===== src/hw/rtl/nrcc_pkg.sv =====
// Shared types and constants for the nearest reference color classifier.
// Used by the divider lane, the distance cell and the top level.
package nrcc_pkg;
   localparam int NUM_REFS = 4;
   localparam int REG_REFS = 4;
   localparam logic [2:0] UNKNOWN_CODE = 3'(NUM_REFS);

   localparam int CHAN_W = 16;
   localparam int DIV_W = 24;
   localparam int ACC_W = 34;
   localparam int ROOT_W = 17;
   localparam int REF_W = 48;

   localparam logic [2:0] CSR_INTEG = 3'd0;
   localparam logic [2:0] CSR_LIMIT = 3'd1;
   localparam logic [2:0] CSR_NORM = 3'd2;
   localparam logic [2:0] CSR_REF0 = 3'd3;

   localparam logic [1:0] CH_RED = 2'd0;
   localparam logic [1:0] CH_GREEN = 2'd1;
   localparam logic [1:0] CH_BLUE = 2'd2;

   typedef struct packed {
      logic       acc_clr;
      logic       acc_add;
      logic [1:0] sq_sel;
      logic       root_init;
      logic       root_step;
      logic       cmp_en;
   } cell_ctrl_type;

   typedef struct packed {
      logic [ROOT_W-1:0] best;
      logic [2:0]        idx;
   } link_type;
endpackage


===== src/hw/rtl/nearest_reference_color_classifier.sv =====
// One item is in work at a time; each passes the bit-serial dividers (a second divide
// pass with normalizing on), the bit-serial roots and the compare chain.
// A held result stalls the next item. A zero divided clear while normalizing ends
// after the first divide pass.
// Synchronous active-high reset clears control and loads register reset values.
// Depends on nrcc_pkg, nrcc_div_lane and nrcc_cell.
module nearest_reference_color_classifier (
   input  logic        clock,
   input  logic        reset,
   input  logic        req_tvalid,
   output logic        req_tready,
   // red_raw[15:0], green_raw[31:16], blue_raw[47:32], clear_raw[63:48]
   input  logic [63:0] req_tdata,
   output logic        rsp_tvalid,
   input  logic        rsp_tready,
   // color_index[2:0], match_distance[19:3], divide_error[20], zero[23:21]
   output logic [23:0] rsp_tdata,
   input  logic        csr_we,
   input  logic [2:0]  csr_index,
   input  logic [47:0] csr_wdata
);
   localparam logic [2:0] ST_IDLE = 3'd0;
   localparam logic [2:0] ST_DIV1 = 3'd1;
   localparam logic [2:0] ST_DCHK = 3'd2;
   localparam logic [2:0] ST_DIV2 = 3'd3;
   localparam logic [2:0] ST_NSAT = 3'd4;
   localparam logic [2:0] ST_SQ   = 3'd5;
   localparam logic [2:0] ST_ROOT = 3'd6;
   localparam logic [2:0] ST_OUT  = 3'd7;
   localparam logic [4:0] DIV_LAST = 5'(nrcc_pkg::DIV_W - 1);
   localparam logic [4:0] SQ_LAST = 5'd3;
   localparam logic [4:0] ROOT_LAST = 5'(nrcc_pkg::ROOT_W);
   localparam logic [4:0] CMP_LAST = 5'(nrcc_pkg::NUM_REFS);

   logic [2:0]  state_ff, state_in;
   logic [4:0]  cnt_ff, cnt_in;
   logic        cmp_ff, cmp_in;
   logic [8:0]  integ_ff, integ_in;
   logic [16:0] limit_ff, limit_in;
   logic        norm_ff, norm_in;
   logic [nrcc_pkg::CHAN_W-1:0] samp_ff [3];
   logic [nrcc_pkg::CHAN_W-1:0] samp_in [3];
   logic        rvalid_ff, rvalid_in;
   logic [2:0]  ridx_ff, ridx_in;
   logic [16:0] rdist_ff, rdist_in;
   logic        rerr_ff, rerr_in;
   logic [2:0]  pidx_ff, pidx_in;
   logic [16:0] pdist_ff, pdist_in;
   logic        perr_ff, perr_in;

   logic        lane_load, lane_step;
   logic [nrcc_pkg::DIV_W-1:0]  lane_dvd [4];
   logic [nrcc_pkg::DIV_W-1:0]  lane_quo [4];
   logic [nrcc_pkg::CHAN_W-1:0] lane_dsr;
   logic        load_first;
   logic [8:0]  div_eff;
   nrcc_pkg::cell_ctrl_type ctrl;
   nrcc_pkg::link_type      links [nrcc_pkg::NUM_REFS+1];
   logic        req_acc;

   assign req_tready = (state_ff == ST_IDLE);
   assign req_acc = req_tvalid && req_tready;
   assign div_eff = (integ_ff == 9'd0) ? 9'd1 : integ_ff;
   assign load_first = req_acc;

   always_comb begin
      for (int k = 0; k < 4; k++) begin
         lane_dvd[k] = {8'd0, req_tdata[16*k +: 16]};
      end
      lane_dsr = {7'd0, div_eff};
      if (!load_first) begin
         for (int k = 0; k < 3; k++) begin
            lane_dvd[k] = {lane_quo[k][15:0], 8'd0};
         end
         lane_dvd[3] = '0;
         lane_dsr = lane_quo[3][15:0];
      end
   end

   for (genvar k = 0; k < 4; k++) begin : g_lane
      nrcc_div_lane u_lane (
         .clock    (clock),
         .load     (lane_load),
         .step     (lane_step),
         .dividend (lane_dvd[k]),
         .divisor  (lane_dsr),
         .quotient (lane_quo[k])
      );
   end

   assign links[0].best = limit_ff;
   assign links[0].idx = nrcc_pkg::UNKNOWN_CODE;

   for (genvar i = 0; i < nrcc_pkg::NUM_REFS; i++) begin : g_cell
      logic ref_we;
      assign ref_we = csr_we && (i < nrcc_pkg::REG_REFS) &&
                      (csr_index == 3'(nrcc_pkg::CSR_REF0 + i));
      nrcc_cell u_cell (
         .clock      (clock),
         .reset      (reset),
         .cell_idx   (3'(i)),
         .ref_we     (ref_we),
         .ref_wdata  (csr_wdata),
         .ctrl       (ctrl),
         .samp_r     (samp_ff[0]),
         .samp_g     (samp_ff[1]),
         .samp_b     (samp_ff[2]),
         .link_left  (links[i]),
         .link_right (links[i+1])
      );
   end

   always_comb begin
      state_in = state_ff;
      cnt_in = cnt_ff + 5'd1;
      cmp_in = 1'b0;
      lane_load = 1'b0;
      lane_step = 1'b0;
      samp_in = samp_ff;
      pidx_in = pidx_ff;
      pdist_in = pdist_ff;
      perr_in = perr_ff;
      ctrl = '0;
      unique case (state_ff)
         ST_IDLE: begin
            cnt_in = '0;
            if (req_acc) begin
               lane_load = 1'b1;
               state_in = ST_DIV1;
            end
         end
         ST_DIV1: begin
            lane_step = 1'b1;
            if (cnt_ff == DIV_LAST) begin
               state_in = ST_DCHK;
            end
         end
         ST_DCHK: begin
            cnt_in = '0;
            if (norm_ff && lane_quo[3] == '0) begin
               pidx_in = nrcc_pkg::UNKNOWN_CODE;
               pdist_in = limit_ff;
               perr_in = 1'b1;
               state_in = ST_OUT;
            end else if (norm_ff) begin
               lane_load = 1'b1;
               state_in = ST_DIV2;
            end else begin
               for (int k = 0; k < 3; k++) begin
                  samp_in[k] = lane_quo[k][15:0];
               end
               state_in = ST_SQ;
            end
         end
         ST_DIV2: begin
            lane_step = 1'b1;
            if (cnt_ff == DIV_LAST) begin
               state_in = ST_NSAT;
            end
         end
         ST_NSAT: begin
            cnt_in = '0;
            for (int k = 0; k < 3; k++) begin
               samp_in[k] = (lane_quo[k][23:16] != 8'd0) ? 16'hFFFF : lane_quo[k][15:0];
            end
            state_in = ST_SQ;
         end
         ST_SQ: begin
            ctrl.sq_sel = cnt_ff[1:0];
            ctrl.acc_clr = (cnt_ff == 5'd0);
            ctrl.acc_add = (cnt_ff != 5'd0);
            if (cnt_ff == SQ_LAST) begin
               cnt_in = '0;
               state_in = ST_ROOT;
            end
         end
         ST_ROOT: begin
            cmp_in = cmp_ff;
            if (!cmp_ff) begin
               ctrl.root_init = (cnt_ff == 5'd0);
               ctrl.root_step = (cnt_ff != 5'd0);
               if (cnt_ff == ROOT_LAST) begin
                  cnt_in = '0;
                  cmp_in = 1'b1;
               end
            end else begin
               ctrl.cmp_en = 1'b1;
               if (cnt_ff == CMP_LAST) begin
                  cmp_in = 1'b0;
                  state_in = ST_OUT;
                  pidx_in = links[nrcc_pkg::NUM_REFS].idx;
                  pdist_in = links[nrcc_pkg::NUM_REFS].best;
                  perr_in = 1'b0;
               end
            end
         end
         ST_OUT: begin
            cnt_in = '0;
            if (cmp_ff) begin
               cmp_in = 1'b0;
            end
            if (!rvalid_ff || rsp_tready) begin
               state_in = ST_IDLE;
            end
         end
         default: state_in = ST_IDLE;
      endcase
   end

   always_comb begin
      rvalid_in = rvalid_ff;
      ridx_in = ridx_ff;
      rdist_in = rdist_ff;
      rerr_in = rerr_ff;
      if (rvalid_ff && rsp_tready) begin
         rvalid_in = 1'b0;
      end
      if (state_ff == ST_OUT && (!rvalid_ff || rsp_tready)) begin
         rvalid_in = 1'b1;
         ridx_in = pidx_ff;
         rdist_in = pdist_ff;
         rerr_in = perr_ff;
      end
      integ_in = integ_ff;
      limit_in = limit_ff;
      norm_in = norm_ff;
      if (csr_we) begin
         unique case (csr_index)
            nrcc_pkg::CSR_INTEG: integ_in = csr_wdata[8:0];
            nrcc_pkg::CSR_LIMIT: limit_in = csr_wdata[16:0];
            nrcc_pkg::CSR_NORM:  norm_in = csr_wdata[0];
            default: ;
         endcase
      end
   end

   always_ff @(posedge clock) begin
      if (reset) begin
         state_ff <= ST_IDLE;
         cnt_ff <= '0;
         cmp_ff <= 1'b0;
         rvalid_ff <= 1'b0;
         integ_ff <= 9'd1;
         limit_ff <= 17'd20;
         norm_ff <= 1'b0;
      end else begin
         state_ff <= state_in;
         cnt_ff <= cnt_in;
         cmp_ff <= cmp_in;
         rvalid_ff <= rvalid_in;
         integ_ff <= integ_in;
         limit_ff <= limit_in;
         norm_ff <= norm_in;
      end
      samp_ff <= samp_in;
      pidx_ff <= pidx_in;
      pdist_ff <= pdist_in;
      perr_ff <= perr_in;
      ridx_ff <= ridx_in;
      rdist_ff <= rdist_in;
      rerr_ff <= rerr_in;
   end

   assign rsp_tvalid = rvalid_ff;
   assign rsp_tdata = {3'd0, rerr_ff, rdist_ff, ridx_ff};

   a_err_unknown: assert property (@(posedge clock) disable iff (reset)
      rsp_tvalid && rerr_ff |-> ridx_ff == nrcc_pkg::UNKNOWN_CODE)
      else $error("divide error without unknown index");
   a_match_below: assert property (@(posedge clock) disable iff (reset)
      rsp_tvalid && ridx_ff != nrcc_pkg::UNKNOWN_CODE |-> rdist_ff < limit_ff)
      else $error("match distance not below limit");
   a_nomatch_limit: assert property (@(posedge clock) disable iff (reset)
      rsp_tvalid && ridx_ff == nrcc_pkg::UNKNOWN_CODE |-> rdist_ff == limit_ff)
      else $error("unknown result without limit distance");
   a_accept_div: assert property (@(posedge clock) disable iff (reset)
      req_acc |=> state_ff == ST_DIV1 && cnt_ff == 5'd0)
      else $error("accepted item did not start division");
endmodule


===== src/hw/rtl/nrcc_div_lane.sv =====
// Restoring divider lane, one quotient bit per cycle while step is high.
// Depends on nrcc_pkg for widths.
module nrcc_div_lane (
   input  logic                         clock,
   input  logic                         load,
   input  logic                         step,
   input  logic [nrcc_pkg::DIV_W-1:0]   dividend,
   input  logic [nrcc_pkg::CHAN_W-1:0]  divisor,
   output logic [nrcc_pkg::DIV_W-1:0]   quotient
);
   logic [nrcc_pkg::CHAN_W-1:0] rem_ff, rem_in;
   logic [nrcc_pkg::DIV_W-1:0]  quo_ff, quo_in;
   logic [nrcc_pkg::CHAN_W-1:0] dsr_ff, dsr_in;
   logic [nrcc_pkg::CHAN_W:0]   rem_sh;

   always_comb begin
      rem_in = rem_ff;
      quo_in = quo_ff;
      dsr_in = dsr_ff;
      rem_sh = {rem_ff, quo_ff[nrcc_pkg::DIV_W-1]};
      if (load) begin
         rem_in = '0;
         quo_in = dividend;
         dsr_in = divisor;
      end else if (step) begin
         if (rem_sh >= {1'b0, dsr_ff}) begin
            rem_in = nrcc_pkg::CHAN_W'(rem_sh - {1'b0, dsr_ff});
            quo_in = {quo_ff[nrcc_pkg::DIV_W-2:0], 1'b1};
         end else begin
            rem_in = rem_sh[nrcc_pkg::CHAN_W-1:0];
            quo_in = {quo_ff[nrcc_pkg::DIV_W-2:0], 1'b0};
         end
      end
   end

   always_ff @(posedge clock) begin
      rem_ff <= rem_in;
      quo_ff <= quo_in;
      dsr_ff <= dsr_in;
   end

   assign quotient = quo_ff;
endmodule


===== src/hw/rtl/nrcc_cell.sv =====
// Distance cell: holds one reference color, forms the squared distance,
// takes its bit-serial root and passes the running best to its neighbor.
// Depends on nrcc_pkg.
module nrcc_cell (
   input  logic                          clock,
   input  logic                          reset,
   input  logic [2:0]                    cell_idx,
   input  logic                          ref_we,
   input  logic [nrcc_pkg::REF_W-1:0]    ref_wdata,
   input  nrcc_pkg::cell_ctrl_type       ctrl,
   input  logic [nrcc_pkg::CHAN_W-1:0]   samp_r,
   input  logic [nrcc_pkg::CHAN_W-1:0]   samp_g,
   input  logic [nrcc_pkg::CHAN_W-1:0]   samp_b,
   input  nrcc_pkg::link_type            link_left,
   output nrcc_pkg::link_type            link_right
);
   logic [nrcc_pkg::REF_W-1:0]    ref_ff, ref_in;
   logic [2*nrcc_pkg::CHAN_W-1:0] sq_ff, sq_in;
   logic [nrcc_pkg::ACC_W-1:0]    acc_ff, acc_in;
   logic [nrcc_pkg::ACC_W-1:0]    v_ff, v_in;
   logic [nrcc_pkg::ROOT_W+1:0]   rem_ff, rem_in;
   logic [nrcc_pkg::ROOT_W-1:0]   root_ff, root_in;
   nrcc_pkg::link_type            link_ff, link_in;
   logic [nrcc_pkg::CHAN_W-1:0]   s_chan, r_chan, diff;
   logic [nrcc_pkg::ROOT_W+3:0]   rem_sh, trial;

   always_comb begin
      case (ctrl.sq_sel)
         nrcc_pkg::CH_RED: begin
            s_chan = samp_r;
            r_chan = ref_ff[47:32];
         end
         nrcc_pkg::CH_GREEN: begin
            s_chan = samp_g;
            r_chan = ref_ff[31:16];
         end
         nrcc_pkg::CH_BLUE: begin
            s_chan = samp_b;
            r_chan = ref_ff[15:0];
         end
         default: begin
            s_chan = '0;
            r_chan = '0;
         end
      endcase
      diff = (s_chan >= r_chan) ? s_chan - r_chan : r_chan - s_chan;
      sq_in = diff * diff;

      ref_in = ref_we ? ref_wdata : ref_ff;

      acc_in = acc_ff;
      if (ctrl.acc_clr) begin
         acc_in = '0;
      end else if (ctrl.acc_add) begin
         acc_in = acc_ff + nrcc_pkg::ACC_W'(sq_ff);
      end

      v_in = v_ff;
      rem_in = rem_ff;
      root_in = root_ff;
      rem_sh = {rem_ff, v_ff[nrcc_pkg::ACC_W-1:nrcc_pkg::ACC_W-2]};
      trial = {2'b00, root_ff, 2'b01};
      if (ctrl.root_init) begin
         v_in = acc_ff;
         rem_in = '0;
         root_in = '0;
      end else if (ctrl.root_step) begin
         v_in = {v_ff[nrcc_pkg::ACC_W-3:0], 2'b00};
         if (rem_sh >= trial) begin
            rem_in = (nrcc_pkg::ROOT_W+2)'(rem_sh - trial);
            root_in = {root_ff[nrcc_pkg::ROOT_W-2:0], 1'b1};
         end else begin
            rem_in = rem_sh[nrcc_pkg::ROOT_W+1:0];
            root_in = {root_ff[nrcc_pkg::ROOT_W-2:0], 1'b0};
         end
      end

      link_in = link_ff;
      if (ctrl.cmp_en) begin
         if (root_ff < link_left.best) begin
            link_in.best = root_ff;
            link_in.idx = cell_idx;
         end else begin
            link_in = link_left;
         end
      end
   end

   always_ff @(posedge clock) begin
      if (reset) begin
         ref_ff <= '0;
      end else begin
         ref_ff <= ref_in;
      end
      sq_ff <= sq_in;
      acc_ff <= acc_in;
      v_ff <= v_in;
      rem_ff <= rem_in;
      root_ff <= root_in;
      link_ff <= link_in;
   end

   assign link_right = link_ff;
endmodule

===== config.mk =====
export PLATFORM = sky130hd
export DESIGN_NAME = nearest_reference_color_classifier
export DESIGN_NICKNAME = d
export VERILOG_FILES = /design/src/hw/rtl/nrcc_pkg.sv /design/src/hw/rtl/nearest_reference_color_classifier.sv /design/src/hw/rtl/nrcc_div_lane.sv /design/src/hw/rtl/nrcc_cell.sv
export SDC_FILE = /design/constraint.sdc
export NUM_CORES = 2
export LEC_CHECK = 0
export ABC_AREA = 1
export BUFFER_PORTS_ARGS = -buffer_cell sky130_fd_sc_hd__buf_2
export CAP_MARGIN = 20
export CORE_UTILIZATION = 30
export CTS_CLUSTER_SIZE = 14
export DETAILED_ROUTE_END_ITERATION = 6
export SLEW_MARGIN = 5
export SYNTH_ARGS = -nofsm -noshare
export SYNTH_HDL_FRONTEND = slang
export SYNTH_HIERARCHICAL = 1
export SYNTH_SLANG_ARGS = --single-unit
export TNS_END_PERCENT = 5

===== constraint.sdc =====
create_clock -name clock -period 9.5 [get_ports clock]
set_input_delay 1.9 -clock clock [delete_from_list [all_inputs] [get_ports clock]]
set_output_delay 1.9 -clock clock [all_outputs]
set_load 0.005 [all_outputs]

==> metrics.yaml <==
clkTransAtPathRegs_ns: 0.06
regArea_um2: 27950
grt_pass1_vias: 82500
worst_pin_slew_ns: 1.145
critPathTopFamily: "adder cells"
port_buffers: 142
cp_max_fo: 13
synth_area_per_cell_um2: 7.502
endpoint_kind: "flop"
synth-seq-cells: 1163
crit_buf_inv: 12
maxCapViolCount: 0
antenna_violating_nets_post_route: 0
cts_num_sinks: 1163
synthCells: 13500
setup_slack_ns: 0.5526
drive_gt1_share_pct: 7.111
dpl_cell_area_um2: 107000
critPathLaunchType: "flop"
vias: 85190
crit_top_cell: "fa_1"
place_congestion: 0.9423
die_area_um2: 339900
place_ws_ns: 0.08960
viasPerCell: 4.665
insertion_delay_ns: 0.83
min_period_over_period_pct: 94.18
tritoncts: "yes"
rows: 212
drt-met1-wl_mm: 137.3
synth_edf_count: 466
antenna_found_initial: 34
finalHoldViolations: 0
syn-cell-area_um2: 101300
post-route-util_pct: 33.57
drt-pass1-iter-count: 6
setup_viol: 0
ctsRootBufferMaster: "clkbuf_16"
wl_per_cell_um: 16.14
route.met2.wl_mm: 130.4
fp.dieH_um: 583.0
synthToLayoutAreaGrowth_pct: 10.96
cts_made_buffers: 149
critPathMaxStageDelay_ns: 0.58
grt_max_degree: 111
io_pins: 146
num-nets-final: 15260
setup_tns_ns: 0
postLayoutCellArea_um2: 112400
synth_seq_area_share_pct: 27.60
core_um2: 334800
yosysWarnings: 6
drc: 0
crit_type: "flop to flop"
grt_pass1_wl_mm: 460.9
initial_utilization_pct: 30.25
status: "finished, final reports clean"
grtUsageTotal_pct: 16.98
slew_violations: 0
period_minus_slack_ns: 8.947
skew_ns: 0.06825
max-slew-margin-rel_pct: 23.68
ys.flop_type: "dfxtp_1"
hp-class: "flop to flop"
routed_wl_mm: 294.7
async_flop_share_pct: 0
dieWidth_um: 583.0
clock.fmax_mhz: 111.8
wl_met3_mm: 15.38
hpwl_mm: 229.9
gr-total-overflow: 0
critPathArrivalTime_ns: 9.68
htreeDepth: 4
ys_types: 64
cts_buffer_depth: 4
drt_iter0_markers: 6469
cp.required_ns: 10.24
num-fill-cells: 35910
crit_slowest_cell: "fa_1"
multiInputGateArea_um2: 62420
routed.top_layer: "met4"
-- cell usage after synthesis, drive strengths merged (74+ instances only) --
library cell | n | share of area [%]
nand3 | 476 | 2.6
inv | 2511 | 9.3
nand4 | 74 | 0.46
dfxtp | 697 | 14
buf | 130 | 0.92
xor2 | 242 | 2.1
nand3b | 94 | 0.82
fa | 672 | 13
edfxtp | 466 | 14
a21o | 101 | 0.75
clkbuf | 216 | 0.80
o21ai | 732 | 3.6
nor2 | 1136 | 4.4
nor3 | 103 | 0.58
a21oi | 821 | 4.1
xnor2 | 119 | 1.0
ha | 847 | 10
nand2 | 3634 | 14
-- worst paths after layout --
check                    from                          to  slack (ns)  cells after the start
setup / recovery  state_ff[1]  g_cell[3].u_cell/sq_ff[29]        0.55                     42
hold / removal    pdist_ff[3]                 rdist_ff[3]        0.42                      0
setup reg to reg  state_ff[1]  g_cell[3].u_cell/sq_ff[29]        0.55                     42
hold reg to reg   pdist_ff[3]                 rdist_ff[3]        0.42                      0
-- what timing repair did --
action                     in CTS  in global routing
hold buffers                    0                  0
resized for setup               0                 56
buffers inserted                0                 14
setup endpoints to repair       0                 74
-- kinds of logic after synthesis --
group / count (synthesis) / synth area share, %
simple gates: 5559 / 23.17
buf+inv: 2874 / 11.10
compound gates: 2016 / 11.15
fa+ha+maj: 1519 / 23.75
flops: 1163 / 27.60
xor+xnor: 361 / 3.163
mux: 6 / 0.06671
other cells: 2 / 0.007416
-- cell type report --
cell class                 count  share of cell area [%]
multi-input combinational   9487                   55.55
tap                         4494                   5.004
antenna                       42                 0.09353
timing repair inverter         3                 0.01781
clock buffer                 195                   3.700
sequential                  1163                   24.87
timing repair buffer         286                   1.695
clock inverter                64                  0.5823
inverter                    2528                   8.490
-- metal layers --
metal / track usage (%) / vias to the layer above
met5: 0 / -
met1: 23.43 / 39650
met2: 27.20 / 2215
met4: 6.376 / 0
li1: - / 42830
met3: 1.899 / 497
-- flip-flops by register name, summed over array words and instances (netlist names), 5 cells and up --
name / count
samp_ff: 48
limit_ff: 17
g_lane.u_lane/dsr_ff: 64
rdist_ff: 17
cnt_ff: 5
g_cell.u_cell/acc_ff: 136
g_cell.u_cell/rem_ff: 76
integ_ff: 9
g_lane.u_lane/quotient: 96
g_lane.u_lane/rem_ff: 64
g_cell.u_cell/ref_ff: 192
g_cell.u_cell/link_right: 80
pdist_ff: 17
g_cell.u_cell/v_ff: 136
g_cell.u_cell/sq_ff: 124
g_cell.u_cell/root_ff: 68
-- through the flow --
| step | hold WS [ns] | instances |
|---|---|---|
| floorplan | 0.4003 | 13520 |
| global placement | 0.4027 | 17940 |
| detailed placement | 0.4045 | 17940 |
| CTS | 0.4183 | 18200 |
| global route | 0.4251 | 18260 |
| finish | 0.4180 | 18260 |
-- cell usage in the layout, fill, tap and decap left out, drive strengths merged, types with 42 or more instances in the layout --
cell type,n
xnor2,119
o21ai,732
nor3,103
nand2,3634
ha,847
o22ai,65
a211oi,72
xor2,242
a21oi,821
nand3,476
nand3b,94
buf,286
o211ai,55
fa,672
edfxtp,466
nand4,74
a21o,101
clkbuf,195
clkinv,46
dfxtp,697
inv,2521
nor2,1136
diode,42
Power is left out: the tool's default activity adds up to more than one toggle a clock period on the data nets, which glitch-free logic cannot reach.
